--- config.mk ---
export PLATFORM = sky130hd
export DESIGN_NAME = pott_alu
export DESIGN_NICKNAME = d
export VERILOG_FILES = /design/src/rtl/pott_pkg.sv /design/src/rtl/pott_alu.sv
export SDC_FILE = /design/constraint.sdc
export NUM_CORES = 1
export LEC_CHECK = 0
export ABC_AREA = 1
export ABC_CLOCK_PERIOD_IN_PS = 6200
export CORE_UTILIZATION = 29
export DETAILED_ROUTE_END_ITERATION = 8
export DONT_BUFFER_PORTS = 1
export SLEW_MARGIN = 20
export SYNTH_ARGS = -nofsm -noshare
export SYNTH_HDL_FRONTEND = slang
export SYNTH_SLANG_ARGS = --single-unit
--- constraint.sdc ---
create_clock -name clk -period 6.2 [get_ports clk]
set_input_delay 0.31 -clock clk [delete_from_list [all_inputs] [get_ports clk]]
set_output_delay 0.31 -clock clk [all_outputs]
set_load 0.02 [all_outputs]
--- src/rtl/pott_pkg.sv ---
// shared types, widths and codes of the periodic and one-shot timer table
package pott_pkg;

	localparam int NUM_TIMERS_DEF = 64;
	localparam int MODE_W         = 2;
	localparam int TIME_W         = 64;
	localparam int DELAY_W        = 32;
	localparam int SLOT_W         = 6;
	localparam int TPU_W          = 12;
	localparam int PROD_W         = DELAY_W + TPU_W;

	localparam logic [TPU_W-1:0] TPU_RESET = 12'd24;

	localparam logic [MODE_W-1:0] MODE_TICK   = 2'd0;
	localparam logic [MODE_W-1:0] MODE_CREATE = 2'd1;
	localparam logic [MODE_W-1:0] MODE_CANCEL = 2'd2;

	localparam logic KIND_REPLY  = 1'b0;
	localparam logic KIND_EXPIRY = 1'b1;

	localparam logic STATUS_OK   = 1'b0;
	localparam logic STATUS_FULL = 1'b1;

	typedef struct packed {
		logic [MODE_W-1:0]  mode;
		logic [TIME_W-1:0]  now;
		logic [DELAY_W-1:0] span_us;
		logic               repeat_req;
		logic [SLOT_W-1:0]  slot_to_cancel;
	} req_t;

	typedef struct packed {
		logic               kind;
		logic [SLOT_W-1:0]  slot;
		logic               status;
		logic [TIME_W-1:0]  tick_total;
		logic               last;
	} rsp_t;

	// write strobes of the slot memories
	typedef struct packed {
		logic exp_we;
		logic intv_we;
	} mem_wr_t;

endpackage

--- src/rtl/pott_alu.sv ---
// shared arithmetic unit: registered interval product, expiry add and due compare
module pott_alu (
	input  logic                          clk,
	input  logic                          mul_en,
	input  logic [pott_pkg::DELAY_W-1:0]  mul_a,
	input  logic [pott_pkg::TPU_W-1:0]    mul_b,
	input  logic [pott_pkg::TIME_W-1:0]   now,
	input  logic [pott_pkg::TIME_W-1:0]   expiry,
	output logic [pott_pkg::TIME_W-1:0]   sum,
	output logic                          due
);
	import pott_pkg::*;

	logic [PROD_W-1:0] prod_q;

	always_ff @(posedge clk) begin
		if (mul_en) begin
			prod_q <= PROD_W'(mul_a) * PROD_W'(mul_b);
		end
	end

	// wraps modulo 2^64
	assign sum = now + TIME_W'(prod_q);
	assign due = (now >= expiry);

endmodule

### Word-level counts from Yosys, hierarchy flattened

Cells that the tools add are included.

* add/sub/neg operators: 1
* magnitude comparators: 1
* multiply operators: 1

Operators by type and width (number)
* $add 64x44->64: 1
* $ge 64x64->1: 1
* $mul 32x12->44: 1

* word-level logic and storage cells: 4
* register bits: 44
* input bits: 174
* output and inout bits: 65

### Longest topological paths before layout

* depth in word-level cells: 1
* depth in mapped cells: 25
* gate-level depth less buffers: 24

### Worst setup path after synthesis

No wires, ideal clock.

* path kind: in2reg
* from: in mul_a[23] (netlist bit)
* to: reg prod_q[43] (data pin)
* path slack: 1.315 ns
* stages: 21
* buffers on the path: 1
* arrival time: 4.633 ns
* data required time: 5.948 ns
* library setup time: 0.252 ns
* cells stage by stage: clkbuf_1 -> nand2_1 -> fa_1 -> inv_1 -> fa_1 -> inv_1 -> fa_1 -> inv_1 -> fa_1 -> inv_1 -> fa_1 -> inv_1 -> ha_1 -> a21oi_1 -> o21ai_0 -> a21oi_1 -> nor2_1 -> nor2_1 -> nand2_1 -> nand2_1 -> nand2_1

* longest elaborated chain between the ends: 1

Ends and longest elaborated chain
* start, declared: RTL line pott_alu.sv:5 `input logic [pott_pkg::DELAY_W-1:0] mul_a,`
* $mul 32x12->44: RTL line pott_alu.sv:18 `prod_q <= PROD_W'(mul_a) * PROD_W'(mul_b);`
* end signal, assigned: RTL line pott_alu.sv:18
* end, declared: RTL line pott_alu.sv:14 `logic [PROD_W-1:0] prod_q;`

No other way between the ends.
A chain may end at the register's enable or synchronous reset.

### Final worst setup path

* from: in mul_b[8] (netlist bit)
* to: reg prod_q[30] (data pin)

* longest elaborated chain between the ends: 1

Ends and longest elaborated chain
* start, declared: RTL line pott_alu.sv:6 `input logic [pott_pkg::TPU_W-1:0] mul_b,`
* $mul 32x12->44: RTL line pott_alu.sv:18

No other way between the ends.

==> qor.csv <==
metric;value;unit
synth_top_family_by_area;adder cells;
critPathKind;in -> reg;
dieWidth;267.8;um
tightest_slew;0.6583;ns
largest_register;prod_q;
worstPathMaxFanout;32;
htree_levels;2;
layout.nets;3733;
fmax;209.9;MHz
syn-num-nets;3794;
reg.largest.list;prod_q: 44 flops;
via_per_inst;4.484;
holdWs;0.1533;ns
core_area;0.06991;sq mm
antenna_found_initial;0;
synth-xor-area-share;2.352;%
routedWlPerCell;15.59;um
p_leak;0.01281;uW
drt_pass1_iterations;6;
routed_wl;62.51;mm
startpoint;mul_b[8];
finalCritPeriodShare;76.86;%
cts-root-buf;clkbuf_16;
mostFrequentLayoutCells;1078 x nand2_1, 853 x inv_1, 301 x fa_1;
die_area;0.07170;sq mm
netlist_instances;3129;
dp_hpwl;55.17;mm
area_delta_synth_final;5.314;%
cts_buffer_depth;2;
vias;17980;
synth_warnings;0;
synth-simple-area-share;28.55;%
synth_area_per_cell;6.547;sq um
fp.dieH;267.8;um
cap_violations;0;
yosysTopAreaCellShare;29.42;%
diodes;0;
final_common_cell;nand2_1;
io-pin-count;239;
hold_viol_final;0;
drt_first_iter_violations;1128;
slew_viol_final;0;
hold_buffers;0;
synth-seq-area-share;6.450;%
grt_max_degree;45;
cts-resized-gates;0;
start_util;29.30;%
gr-total-overflow;0;
clk_pin_slew;0.06;ns
ys_ff_latch;44;
grt_pass1_wl;97.67;mm
worstHoldStart;mul_en;
netlist_area;0.02048;sq mm
slew_headroom;55.96;%
finalPower;12110;uW
synthAdderAreaFrac;41.02;%
drive_gt1_share;2.346;%
power_density;561.5;mW/mm^2
period_minus_slack;4.765;ns
hp-class;in -> reg;
synth-compound-area-share;4.605;%
synth.area.top_cells;fa_1 29%, nand2_1 20%, inv_1 16%;
required;6.23;ns
postRouteAntennaNets;0;
start_kind;input port;
largest_reg_flops;44;
drc;0;
yosys-mux-area-fraction;0;%
grtUsageTotal;17.50;%
postCtsSetupBuffers;0;
outcome;finished clean;
first_global_vias;17920;
endpoint_kind;flop;
ir_drop;395.3;uV
final-setup-viol-count;0;
rsz0062_at_grt;false;
yosysTopAreaCell;fa_1;
routabilityCongestion;0.9432;
ys_types;33;
cts_sinks;44;
placementRows;97;
cp.arrival;4.79;ns
cts_tree;yes;
port_buffers;0;
fin_setup_tns;0;ns
numCtsBuffers;5;
power by group:
| group | switching [uW] | internal (uW) | total, uW |
|---|---|---|---|
| clock | 107 | 189 | 297 |
| sequential | 110 | 851 | 961 |
| combinational | 7320 | 3540 | 10900 |
| total | 7530 | 4580 | 12100 |
area by class of cell:
type                       count  area, sq um
sequential                    44         1321
clock inverter                 3        42.54
fill                        7784        48330
multi-input combinational   2156        15680
clock buffer                   5        125.1
tap                          940         1176
inverter                     861         3232
stage by stage:
| stage | area, sq um | worst slack, ns | util [%] | instances |
|---|---|---|---|---|
| 2_1_floorplan | 20480 | 1.315 | - | 3129 |
| 3_3_place_gp | 21410 | 1.138 | 30.62 | 4001 |
| 3_5_place_dp | 21410 | 1.120 | 30.62 | 4001 |
| 4_1_cts | 21570 | 1.438 | 30.86 | 4009 |
| 5_1_grt | 21570 | 1.237 | 30.86 | 4009 |
| 6_report | 21570 | 1.435 | 30.86 | 4009 |
kinds of logic after synthesis:
family / count (synthesis)
simple gates: 1433
buf+inv: 929
fa+ha+maj: 491
compound gates: 177
xor+xnor: 55
flops: 44
synthesized netlist by cell type (all sizes together):
library cell  instances
o211ai                2
inv                 859
clkbuf               68
o21a                  9
nand4                24
nor4                  3
edfxtp               44
a21o                  2
a21oi               115
nor3                 31
ha                  190
o21ai                38
o21bai                7
clkinv                2
nand3b                3
nand3                97
nor2                170
xnor2                 9
and2                  4
a21boi                2
a31oi                 2
xor2                 46
or2                   3
nand2              1098
fa                  301
worst max-delay path: stages:
cell and delay (ns):
nand2_1 0.06, fa_1 0.53, inv_1 0.06, fa_1 0.47, fa_1 0.52, fa_1 0.54, inv_1 0.06, fa_1 0.53
inv_1 0.04, ha_1 0.35, nand2_1 0.13, nor2_1 0.36, nand3_1 0.17, nand2_1 0.16, nand2_1 0.07, nand2_1 0.14
nand2_1 0.11, nand3_1 0.08, nand2_1 0.09
metal layers:
layer  vias to the layer above  routed length, um  track usage [%]
met3                        56               3609            1.824
met1                      8406              28950            23.80
met5                         -                  0                0
li1                       8994                  -                -
met4                         0               1146            4.093
met2                       520              28800            29.70
final timing paths:
path	to	slack, ns	cells after the start
worst max-delay path	prod_q[30]	1.43	19
worst min-delay path	prod_q[34]	0.15	0
No activity file was read; power rests on OpenSTA's default activity.
